<file path="config.mk">
export PLATFORM = sky130hd
export DESIGN_NAME = sthit_arith
export DESIGN_NICKNAME = d
export VERILOG_FILES = /design/src/rtl/sthit_pkg.sv /design/src/rtl/sthit_arith.sv
export SDC_FILE = /design/constraint.sdc
export NUM_CORES = 2
export LEC_CHECK = 0
export ABC_AREA = 0
export BUFFER_PORTS_ARGS = -buffer_cell sky130_fd_sc_hd__buf_2
export CAP_MARGIN = 10
export CORE_MARGIN = 2
export CORE_UTILIZATION = 35
export CTS_BUF_LIST = sky130_fd_sc_hd__clkbuf_4
export DETAILED_ROUTE_END_ITERATION = 16
export SYNTH_ARGS = -nofsm -noshare
export SYNTH_HDL_FRONTEND = slang
export SYNTH_SLANG_ARGS = --single-unit
</file>
<file path="constraint.sdc">
create_clock -name clk -period 22.4 [get_ports clk]
set_input_delay 4.48 -clock clk [delete_from_list [all_inputs] [get_ports clk]]
set_output_delay 4.48 -clock clk [all_outputs]
set_load 0.02 [all_outputs]
</file>
<file path="src/rtl/sthit_pkg.sv">
// Shared types, constants and microcode for the segment/triangle nearest-hit block.
package sthit_pkg;

  localparam int COORD_BITS = 32;
  // Working width: the inside-test dot products are the widest values.
  localparam int WW         = 4 * COORD_BITS + 16;
  // |quotient| never exceeds |start - end|, so two bits above a coordinate do.
  localparam int DIV_BITS   = COORD_BITS + 2;
  localparam int DSH_W      = WW + DIV_BITS - 1;
  localparam int CNT_W      = $clog2(DIV_BITS);
  localparam int DIST_SHIFT = (2 * COORD_BITS > 62) ? (2 * COORD_BITS - 62) : 0;
  localparam int KEY_BITS   = 64;
  localparam int CFG_IW     = 3;

  typedef struct packed {
    logic signed [COORD_BITS-1:0] corner0_x;
    logic signed [COORD_BITS-1:0] corner0_y;
    logic signed [COORD_BITS-1:0] corner0_z;
    logic signed [COORD_BITS-1:0] corner1_x;
    logic signed [COORD_BITS-1:0] corner1_y;
    logic signed [COORD_BITS-1:0] corner1_z;
    logic signed [COORD_BITS-1:0] corner2_x;
    logic signed [COORD_BITS-1:0] corner2_y;
    logic signed [COORD_BITS-1:0] corner2_z;
    logic                         last_triangle;
  } facet_t;

  typedef struct packed {
    logic                         any_hit_out;
    logic signed [COORD_BITS-1:0] near_x;
    logic signed [COORD_BITS-1:0] near_y;
    logic signed [COORD_BITS-1:0] near_z;
  } hit_t;

  typedef enum logic [CFG_IW-1:0] {
    CFG_SX, CFG_SY, CFG_SZ, CFG_EX, CFG_EY, CFG_EZ
  } cfg_idx_t;

  typedef enum logic [1:0] {ST_IDLE, ST_FETCH, ST_EXEC, ST_WAIT} state_t;

  typedef enum logic [3:0] {
    OP_LD, OP_ADD, OP_SUB, OP_MUL, OP_DIV,
    OP_SKIPPOS, OP_SKIPZERO, OP_SKIPNP, OP_KEEP, OP_END
  } op_t;

  localparam int RF_AW    = 6;
  localparam int RF_DEPTH = 1 << RF_AW;
  typedef logic [RF_AW-1:0] rf_addr_t;

  // Register file map. Loadable sources share their address with the source.
  localparam rf_addr_t R_P0X  = rf_addr_t'(0);
  localparam rf_addr_t R_P0Y  = rf_addr_t'(1);
  localparam rf_addr_t R_P0Z  = rf_addr_t'(2);
  localparam rf_addr_t R_P1X  = rf_addr_t'(3);
  localparam rf_addr_t R_P1Y  = rf_addr_t'(4);
  localparam rf_addr_t R_P1Z  = rf_addr_t'(5);
  localparam rf_addr_t R_P2X  = rf_addr_t'(6);
  localparam rf_addr_t R_P2Y  = rf_addr_t'(7);
  localparam rf_addr_t R_P2Z  = rf_addr_t'(8);
  localparam rf_addr_t R_SX   = rf_addr_t'(9);
  localparam rf_addr_t R_SY   = rf_addr_t'(10);
  localparam rf_addr_t R_SZ   = rf_addr_t'(11);
  localparam rf_addr_t R_EX   = rf_addr_t'(12);
  localparam rf_addr_t R_EY   = rf_addr_t'(13);
  localparam rf_addr_t R_EZ   = rf_addr_t'(14);
  localparam rf_addr_t R_ZERO = rf_addr_t'(15);
  localparam rf_addr_t R_UX   = rf_addr_t'(16);
  localparam rf_addr_t R_UY   = rf_addr_t'(17);
  localparam rf_addr_t R_UZ   = rf_addr_t'(18);
  localparam rf_addr_t R_VX   = rf_addr_t'(19);
  localparam rf_addr_t R_VY   = rf_addr_t'(20);
  localparam rf_addr_t R_VZ   = rf_addr_t'(21);
  localparam rf_addr_t R_NX   = rf_addr_t'(22);
  localparam rf_addr_t R_NY   = rf_addr_t'(23);
  localparam rf_addr_t R_NZ   = rf_addr_t'(24);
  localparam rf_addr_t R_WX   = rf_addr_t'(25);
  localparam rf_addr_t R_WY   = rf_addr_t'(26);
  localparam rf_addr_t R_WZ   = rf_addr_t'(27);
  localparam rf_addr_t R_T0   = rf_addr_t'(28);
  localparam rf_addr_t R_T1   = rf_addr_t'(29);
  localparam rf_addr_t R_DA   = rf_addr_t'(30);
  localparam rf_addr_t R_DB   = rf_addr_t'(31);
  localparam rf_addr_t R_DEN  = rf_addr_t'(32);
  localparam rf_addr_t R_NB   = rf_addr_t'(33);
  localparam rf_addr_t R_CX   = rf_addr_t'(34);
  localparam rf_addr_t R_CY   = rf_addr_t'(35);
  localparam rf_addr_t R_CZ   = rf_addr_t'(36);
  localparam rf_addr_t R_AX   = rf_addr_t'(37);
  localparam rf_addr_t R_AY   = rf_addr_t'(38);
  localparam rf_addr_t R_AZ   = rf_addr_t'(39);
  localparam rf_addr_t R_BX   = rf_addr_t'(40);
  localparam rf_addr_t R_BY   = rf_addr_t'(41);
  localparam rf_addr_t R_BZ   = rf_addr_t'(42);

  typedef struct packed {
    op_t      op;
    rf_addr_t d;
    rf_addr_t a;
    rf_addr_t b;
  } uop_t;

  typedef struct packed {
    logic start;
    logic div;
  } arith_req_t;

  typedef struct packed {
    logic          done;
    logic [WW-1:0] result;
  } arith_rsp_t;

  function automatic uop_t mk(op_t op, rf_addr_t d, rf_addr_t a, rf_addr_t b);
    uop_t u;
    u.op = op;
    u.d  = d;
    u.a  = a;
    u.b  = b;
    return u;
  endfunction

  function automatic logic [WW-1:0] sext(logic [COORD_BITS-1:0] x);
    return {{(WW - COORD_BITS){x[COORD_BITS-1]}}, x};
  endfunction

  localparam int UCODE_LEN = 126;
  localparam int PC_W      = $clog2(UCODE_LEN);
  localparam logic [PC_W-1:0] END_PC = PC_W'(UCODE_LEN - 1);

  // The MUL unit walks the bits of operand b, so b is the narrower one.
  localparam uop_t UCODE [UCODE_LEN] = '{
    // load corners, segment and zero
    mk(OP_LD, R_P0X, R_P0X, R_ZERO), mk(OP_LD, R_P0Y, R_P0Y, R_ZERO),
    mk(OP_LD, R_P0Z, R_P0Z, R_ZERO), mk(OP_LD, R_P1X, R_P1X, R_ZERO),
    mk(OP_LD, R_P1Y, R_P1Y, R_ZERO), mk(OP_LD, R_P1Z, R_P1Z, R_ZERO),
    mk(OP_LD, R_P2X, R_P2X, R_ZERO), mk(OP_LD, R_P2Y, R_P2Y, R_ZERO),
    mk(OP_LD, R_P2Z, R_P2Z, R_ZERO), mk(OP_LD, R_SX, R_SX, R_ZERO),
    mk(OP_LD, R_SY, R_SY, R_ZERO),   mk(OP_LD, R_SZ, R_SZ, R_ZERO),
    mk(OP_LD, R_EX, R_EX, R_ZERO),   mk(OP_LD, R_EY, R_EY, R_ZERO),
    mk(OP_LD, R_EZ, R_EZ, R_ZERO),   mk(OP_LD, R_ZERO, R_ZERO, R_ZERO),
    // U = P1 - P0, V = P2 - P0
    mk(OP_SUB, R_UX, R_P1X, R_P0X), mk(OP_SUB, R_UY, R_P1Y, R_P0Y),
    mk(OP_SUB, R_UZ, R_P1Z, R_P0Z),
    mk(OP_SUB, R_VX, R_P2X, R_P0X), mk(OP_SUB, R_VY, R_P2Y, R_P0Y),
    mk(OP_SUB, R_VZ, R_P2Z, R_P0Z),
    // N = U x V
    mk(OP_MUL, R_T0, R_UY, R_VZ), mk(OP_MUL, R_T1, R_UZ, R_VY), mk(OP_SUB, R_NX, R_T0, R_T1),
    mk(OP_MUL, R_T0, R_UZ, R_VX), mk(OP_MUL, R_T1, R_UX, R_VZ), mk(OP_SUB, R_NY, R_T0, R_T1),
    mk(OP_MUL, R_T0, R_UX, R_VY), mk(OP_MUL, R_T1, R_UY, R_VX), mk(OP_SUB, R_NZ, R_T0, R_T1),
    // da = N . (S - P0)
    mk(OP_SUB, R_WX, R_SX, R_P0X), mk(OP_SUB, R_WY, R_SY, R_P0Y),
    mk(OP_SUB, R_WZ, R_SZ, R_P0Z),
    mk(OP_MUL, R_T0, R_NX, R_WX), mk(OP_MUL, R_T1, R_NY, R_WY), mk(OP_ADD, R_T0, R_T0, R_T1),
    mk(OP_MUL, R_T1, R_NZ, R_WZ), mk(OP_ADD, R_DA, R_T0, R_T1),
    // db = N . (E - P0)
    mk(OP_SUB, R_WX, R_EX, R_P0X), mk(OP_SUB, R_WY, R_EY, R_P0Y),
    mk(OP_SUB, R_WZ, R_EZ, R_P0Z),
    mk(OP_MUL, R_T0, R_NX, R_WX), mk(OP_MUL, R_T1, R_NY, R_WY), mk(OP_ADD, R_T0, R_T0, R_T1),
    mk(OP_MUL, R_T1, R_NZ, R_WZ), mk(OP_ADD, R_DB, R_T0, R_T1),
    // straddle, denominator, -db
    mk(OP_SKIPPOS, R_ZERO, R_DA, R_DB),
    mk(OP_SUB, R_DEN, R_DA, R_DB),
    mk(OP_SKIPZERO, R_ZERO, R_DEN, R_ZERO),
    mk(OP_SUB, R_NB, R_ZERO, R_DB),
    // W = S - E, C = E + W * (-db) / den
    mk(OP_SUB, R_WX, R_SX, R_EX), mk(OP_SUB, R_WY, R_SY, R_EY),
    mk(OP_SUB, R_WZ, R_SZ, R_EZ),
    mk(OP_MUL, R_T0, R_NB, R_WX), mk(OP_DIV, R_T0, R_T0, R_DEN), mk(OP_ADD, R_CX, R_EX, R_T0),
    mk(OP_MUL, R_T0, R_NB, R_WY), mk(OP_DIV, R_T0, R_T0, R_DEN), mk(OP_ADD, R_CY, R_EY, R_T0),
    mk(OP_MUL, R_T0, R_NB, R_WZ), mk(OP_DIV, R_T0, R_T0, R_DEN), mk(OP_ADD, R_CZ, R_EZ, R_T0),
    // A = (P1 - P0) x (C - P0)
    mk(OP_SUB, R_WX, R_CX, R_P0X), mk(OP_SUB, R_WY, R_CY, R_P0Y),
    mk(OP_SUB, R_WZ, R_CZ, R_P0Z),
    mk(OP_MUL, R_T0, R_UY, R_WZ), mk(OP_MUL, R_T1, R_UZ, R_WY), mk(OP_SUB, R_AX, R_T0, R_T1),
    mk(OP_MUL, R_T0, R_UZ, R_WX), mk(OP_MUL, R_T1, R_UX, R_WZ), mk(OP_SUB, R_AY, R_T0, R_T1),
    mk(OP_MUL, R_T0, R_UX, R_WY), mk(OP_MUL, R_T1, R_UY, R_WX), mk(OP_SUB, R_AZ, R_T0, R_T1),
    // B = (P2 - P1) x (C - P1)
    mk(OP_SUB, R_UX, R_P2X, R_P1X), mk(OP_SUB, R_UY, R_P2Y, R_P1Y),
    mk(OP_SUB, R_UZ, R_P2Z, R_P1Z),
    mk(OP_SUB, R_WX, R_CX, R_P1X), mk(OP_SUB, R_WY, R_CY, R_P1Y),
    mk(OP_SUB, R_WZ, R_CZ, R_P1Z),
    mk(OP_MUL, R_T0, R_UY, R_WZ), mk(OP_MUL, R_T1, R_UZ, R_WY), mk(OP_SUB, R_BX, R_T0, R_T1),
    mk(OP_MUL, R_T0, R_UZ, R_WX), mk(OP_MUL, R_T1, R_UX, R_WZ), mk(OP_SUB, R_BY, R_T0, R_T1),
    mk(OP_MUL, R_T0, R_UX, R_WY), mk(OP_MUL, R_T1, R_UY, R_WX), mk(OP_SUB, R_BZ, R_T0, R_T1),
    // DA = A . B
    mk(OP_MUL, R_T0, R_AX, R_BX), mk(OP_MUL, R_T1, R_AY, R_BY), mk(OP_ADD, R_T0, R_T0, R_T1),
    mk(OP_MUL, R_T1, R_AZ, R_BZ), mk(OP_ADD, R_DA, R_T0, R_T1),
    // K = (P0 - P2) x (C - P2), held in B
    mk(OP_SUB, R_UX, R_P0X, R_P2X), mk(OP_SUB, R_UY, R_P0Y, R_P2Y),
    mk(OP_SUB, R_UZ, R_P0Z, R_P2Z),
    mk(OP_SUB, R_WX, R_CX, R_P2X), mk(OP_SUB, R_WY, R_CY, R_P2Y),
    mk(OP_SUB, R_WZ, R_CZ, R_P2Z),
    mk(OP_MUL, R_T0, R_UY, R_WZ), mk(OP_MUL, R_T1, R_UZ, R_WY), mk(OP_SUB, R_BX, R_T0, R_T1),
    mk(OP_MUL, R_T0, R_UZ, R_WX), mk(OP_MUL, R_T1, R_UX, R_WZ), mk(OP_SUB, R_BY, R_T0, R_T1),
    mk(OP_MUL, R_T0, R_UX, R_WY), mk(OP_MUL, R_T1, R_UY, R_WX), mk(OP_SUB, R_BZ, R_T0, R_T1),
    // DB = A . K
    mk(OP_MUL, R_T0, R_AX, R_BX), mk(OP_MUL, R_T1, R_AY, R_BY), mk(OP_ADD, R_T0, R_T0, R_T1),
    mk(OP_MUL, R_T1, R_AZ, R_BZ), mk(OP_ADD, R_DB, R_T0, R_T1),
    mk(OP_SKIPNP, R_ZERO, R_DA, R_DB),
    // DA = |C - S|^2
    mk(OP_SUB, R_WX, R_CX, R_SX), mk(OP_SUB, R_WY, R_CY, R_SY),
    mk(OP_SUB, R_WZ, R_CZ, R_SZ),
    mk(OP_MUL, R_T0, R_WX, R_WX), mk(OP_MUL, R_T1, R_WY, R_WY), mk(OP_ADD, R_T0, R_T0, R_T1),
    mk(OP_MUL, R_T1, R_WZ, R_WZ), mk(OP_ADD, R_DA, R_T0, R_T1),
    mk(OP_KEEP, R_ZERO, R_DA, R_ZERO),
    mk(OP_END, R_ZERO, R_ZERO, R_ZERO)
  };

endpackage

</file>
<file path="src/rtl/sthit_arith.sv">
// Shared shift-add multiplier and restoring divider for the nearest-hit sequencer.
module sthit_arith (
  input  logic                     clk,
  input  logic                     rst,
  input  sthit_pkg::arith_req_t    req,
  input  logic [sthit_pkg::WW-1:0] a,
  input  logic [sthit_pkg::WW-1:0] b,
  output sthit_pkg::arith_rsp_t    rsp
);

  logic                              busy;
  logic                              is_div;
  logic                              neg;
  logic                              fin;
  logic [sthit_pkg::WW-1:0]          acc;
  logic [sthit_pkg::WW-1:0]          ma;
  logic [sthit_pkg::WW-1:0]          mb;
  logic [sthit_pkg::DSH_W-1:0]       dsh;
  logic [sthit_pkg::CNT_W-1:0]       cnt;
  logic [sthit_pkg::WW-1:0]          mag_a;
  logic [sthit_pkg::WW-1:0]          mag_b;
  logic                              ge;

  assign mag_a = a[sthit_pkg::WW-1] ? (~a + sthit_pkg::WW'(1)) : a;
  assign mag_b = b[sthit_pkg::WW-1] ? (~b + sthit_pkg::WW'(1)) : b;
  assign ge    = {{(sthit_pkg::DIV_BITS-1){1'b0}}, acc} >= dsh;

  always_ff @(posedge clk) begin
    if (rst) begin
      busy     <= 1'b0;
      rsp.done <= 1'b0;
    end else begin
      rsp.done <= 1'b0;
      if (req.start) begin
        busy   <= 1'b1;
        is_div <= req.div;
        neg    <= a[sthit_pkg::WW-1] ^ b[sthit_pkg::WW-1];
        fin    <= 1'b0;
        acc    <= req.div ? mag_a : '0;
        ma     <= mag_a;
        mb     <= req.div ? '0 : mag_b;
        dsh    <= {mag_b, {(sthit_pkg::DIV_BITS-1){1'b0}}};
        cnt    <= sthit_pkg::CNT_W'(sthit_pkg::DIV_BITS - 1);
      end else if (busy) begin
        if (!is_div) begin
          // one multiplier bit per cycle, stops once b runs out of ones
          if (mb == '0) begin
            busy       <= 1'b0;
            rsp.done   <= 1'b1;
            rsp.result <= neg ? (~acc + sthit_pkg::WW'(1)) : acc;
          end else begin
            if (mb[0]) acc <= acc + ma;
            ma <= ma << 1;
            mb <= mb >> 1;
          end
        end else if (fin) begin
          busy       <= 1'b0;
          rsp.done   <= 1'b1;
          rsp.result <= neg ? (~mb + sthit_pkg::WW'(1)) : mb;
        end else begin
          // restoring step: quotient bit shifts into mb
          if (ge) acc <= acc - dsh[sthit_pkg::WW-1:0];
          mb  <= {mb[sthit_pkg::WW-2:0], ge};
          dsh <= dsh >> 1;
          if (cnt == '0) fin <= 1'b1;
          else           cnt <= cnt - sthit_pkg::CNT_W'(1);
        end
      end
    end
  end

endmodule

</file>
==> qor.yml <==
viasPerCell: 6.21
die_area_um2: 180000
finalWeightedCongestion: 1.02
cp_slowest_cell: "or4_1"
fillers: 17905
holdWs_ns: 0.581
crit_path_max_incr_delay_ns: 0.62
synth_area_leaders: "edfxtp_1 (37%), xor2_1 (8.7%), ha_1 (5.9%), a21oi_1 (5.2%), nor2_1 (4.2%)"
start_util: 0.352
hold_class: "register to register"
hold_buffers: 0
leakage_nw: 25.5
reg2reg_from: "ma[5]"
regArea_um2: 22900
crit_arrival_ns: 9.78
maxSlewViolCount: 0
grt_pass1_vias: 56547
totalPowerFinal_mw: 4.59
clkPwrFrac: 0.295
seq_area_frac_synth: 0.370
drt-initial-drc-count: 9571
numClockSinks: 764
power.share.switching: 0.387
fmax_mhz: 114
chipWidth_um: 425
grtUsageTotal: 0.305
row_count: 154
io_pins: 437
synth_edf_count: 762
cts_max_level: 4
cp_top_family: "simple AND/OR/NAND/NOR gates"
p_comb_frac: 0.297
portBuffers: 436
final_antenna_net_count: 0
clockBufferDepth: 3
synth_seq_cells: 764
hp-start: "dsh[168]"
ir_drop_v: 0.0000343
powerDensity_nw_per_um2: 66.6
cap_viol_max_count: 0
dpl.hpwl_um: 226000
area_delta_synth_final_pct: 11.5
outcome: "completed"
r2r_slack_ns: 13.64
fin_crit_sh: 0.391
crit_type: "register to register"
fin_crit_ns: 8.76
rsz0062_at_grt: "false"
endpoint_kind: "register"
grt_pass1_wl_um: 402000
critPathLaunchType: "register"
p_switching_mw: 1.78
whs_path_depth: 2
final-hold-violation-count: 0
place_area_um2: 66200
tritoncts: "built"
postRouteWirelength_um: 285000
clockRootBuffer: "clkbuf_4"
skew_ns: 0.114
tightest_slew_ns: 1.16
clk_transition_reported_paths_ns: 0.07
route.vias.total: 61580
path_buf_inv: 0
cp_max_fo: 9
ys_warn_count: 0
setup_viol: 0
synth_top_area_cell: "edfxtp_1"
drc: 0
core_um2: 176000
die_y_um: 425
multi_input_area_um2: 36800
drive_above_1_share: 0.122
syn_avg_cell_area_um2: 8.78
tns_ns: 0
synth_area_um2: 61900
ys_types: 80
cts-resized-gates: 0
yosysTopAreaCellShare: 0.370
postSynth.asyncResetShare: 0
worstPathCellList: "or4_1 -> or4_1 -> nor3_2 -> nand3_1 -> nor3_2 -> nand2_1 -> or2_2 -> or4_1 -> xnor2_1 -> nand2_1 -> o21ai_0 -> ha_1 -> nand4_1 -> or2_2 -> nor3_1 -> nand3_1 -> or4_1 -> a21o_1 -> nand3_1 -> a21oi_1 -> o31ai_1 -> xnor2_1 -> o22ai_1"
overflow: 0
rr_endpoint: "acc[140]"
antenna_found_initial: 65
crit_top_cell: "or4_1"
cts_setup_buffers: 0
critPathRequiredTime_ns: 23.42
insertion_delay_ns: 1.38
drtPass1Iterations: 8
synthFlopType: "edfxtp_1"
power_frac_seq: 0.409
whs_endpoint: "dsh[167]"
rr_worst_depth: 23
internal_power_mw: 2.81
finish.instance_area_um2: 69000
syn_nets: 7636
grt_max_degree: 199
maxSlewHeadroom: 0.228
finalNetCount: 7967
wl_per_cell_um: 28.7
synthCells: 7050
numCtsBuffers: 212
final cells by class:
cell class,count,share of cell area
flip-flops and latches,764,0.332
multi-input cells,5681,0.534
diodes,37,0.00134
clock inverters,69,0.00642
inverters,228,0.0124
well taps,2340,0.0424
repair buffers,494,0.0389
clock buffers,299,0.0325
tightest hold or removal path, stage by stage, from the launching register on:
cell	delay, ns
edfxtp_1	0.36
nand2_1	0.05
o21ai_0	0.06
synth_stat cells, types with 7 or more instances:
library cell / n
edfxtp_1: 762
nor2_1: 685
a21oi_1: 649
xor2_1: 612
nand2_1: 586
o21ai_0: 403
o22ai_1: 373
clkbuf_1: 346
ha_1: 293
inv_1: 228
xnor2_1: 223
o31ai_1: 183
mux2i_1: 180
nor3_1: 169
a21o_1: 150
nand4_1: 150
or3_1: 140
or4_1: 112
nor4_1: 105
nand3_1: 89
o41ai_1: 88
or2_2: 60
nand2b_1: 59
o21bai_1: 43
a31oi_1: 33
buf_1: 29
nor2b_1: 26
a21boi_0: 22
and3_1: 22
and2_1: 20
o21a_1: 20
o211ai_1: 14
a211oi_1: 13
a221oi_1: 9
and4_1: 9
mux2_2: 9
nand4b_1: 8
nor4b_1: 8
o31a_1: 8
a211o_1: 7
nand3b_1: 7
logic make-up (layout without fill, tap and decap cells):
| family | count (synthesis) | count (layout) | share of synthesized area |
|---|---|---|---|
| compound gates | 2082 | 2082 | 0.206 |
| buf+inv | 605 | 1090 | 0.0367 |
| flops | 764 | 764 | 0.370 |
| other cells | 0 | 37 | 0 |
| mux | 189 | 189 | 0.0307 |
| fa+ha+maj | 294 | 294 | 0.0595 |
| xor+xnor | 835 | 835 | 0.118 |
| simple gates | 2281 | 2281 | 0.179 |
power by group through the flow:
stage / Clock, mW / Combinational (mW) / Sequential, mW
6_report: 1.35 / 1.36 / 1.88
3_3_place_gp: 0 / 1.30 / 1.89
3_5_place_dp: 0 / 1.30 / 1.89
4_1_cts: 1.37 / 1.31 / 1.86
5_1_grt: 1.44 / 1.45 / 1.88
2_1_floorplan: 0 / 0.857 / 1.83
sequential cells by signal, indices dropped and copies added (netlist names):
signal / count
acc: 144
busy: 1
cnt: 6
dsh: 177
fin: 1
is_div: 1
ma: 144
mb: 144
neg: 1
rsp: 145
how the worst max path moves through the flow:
stage / startpoint / endpoint / slack (ns) / cells after the start
finish: ma[5] / acc[140] / 13.64 / 23
global route: ma[5] / acc[140] / 13.15 / 23
CTS: ma[8] / acc[140] / 13.80 / 23
detailed placement: a[17] / acc[135] / 12.72 / 12
global placement: a[17] / acc[135] / 12.82 / 12
floorplan: req[1] / dsh[0] / 3.37 / 4
cells in the final DEF, fill, tap and decap left out, drive strengths merged, types with 61 or more instances in the layout:
master	instances
nand2	586
a21o	150
nor3	171
o21ai	405
nor4	107
a21oi	649
o31ai	184
inv	234
o41ai	88
or3	142
edfxtp	762
xor2	612
xnor2	223
or2	61
buf	494
nand3	89
nor2	686
or4	115
o22ai	373
clkbuf	299
nand4	150
ha	293
mux2i	180
metal layers:
layer	up-vias	global-route usage	part of all wire
met1	29862	0.453	0.44
met5	-	0	0.0011
met2	3856	0.408	0.39
met3	550	0.0879	0.13
met4	56	0.119	0.040
li1	27256	-	-
stage by stage:
stage / utilization / cells / setup WS, ns
3_3_place_gp: 0.376 / 9507 / 12.82
5_1_grt: 0.392 / 9908 / 13.15
2_1_floorplan: - / 7050 / 3.37
4_1_cts: 0.392 / 9875 / 13.80
3_5_place_dp: 0.376 / 9507 / 12.72
6_report: 0.392 / 9912 / 13.64
Note: power is estimated with default switching activity, not from simulation.
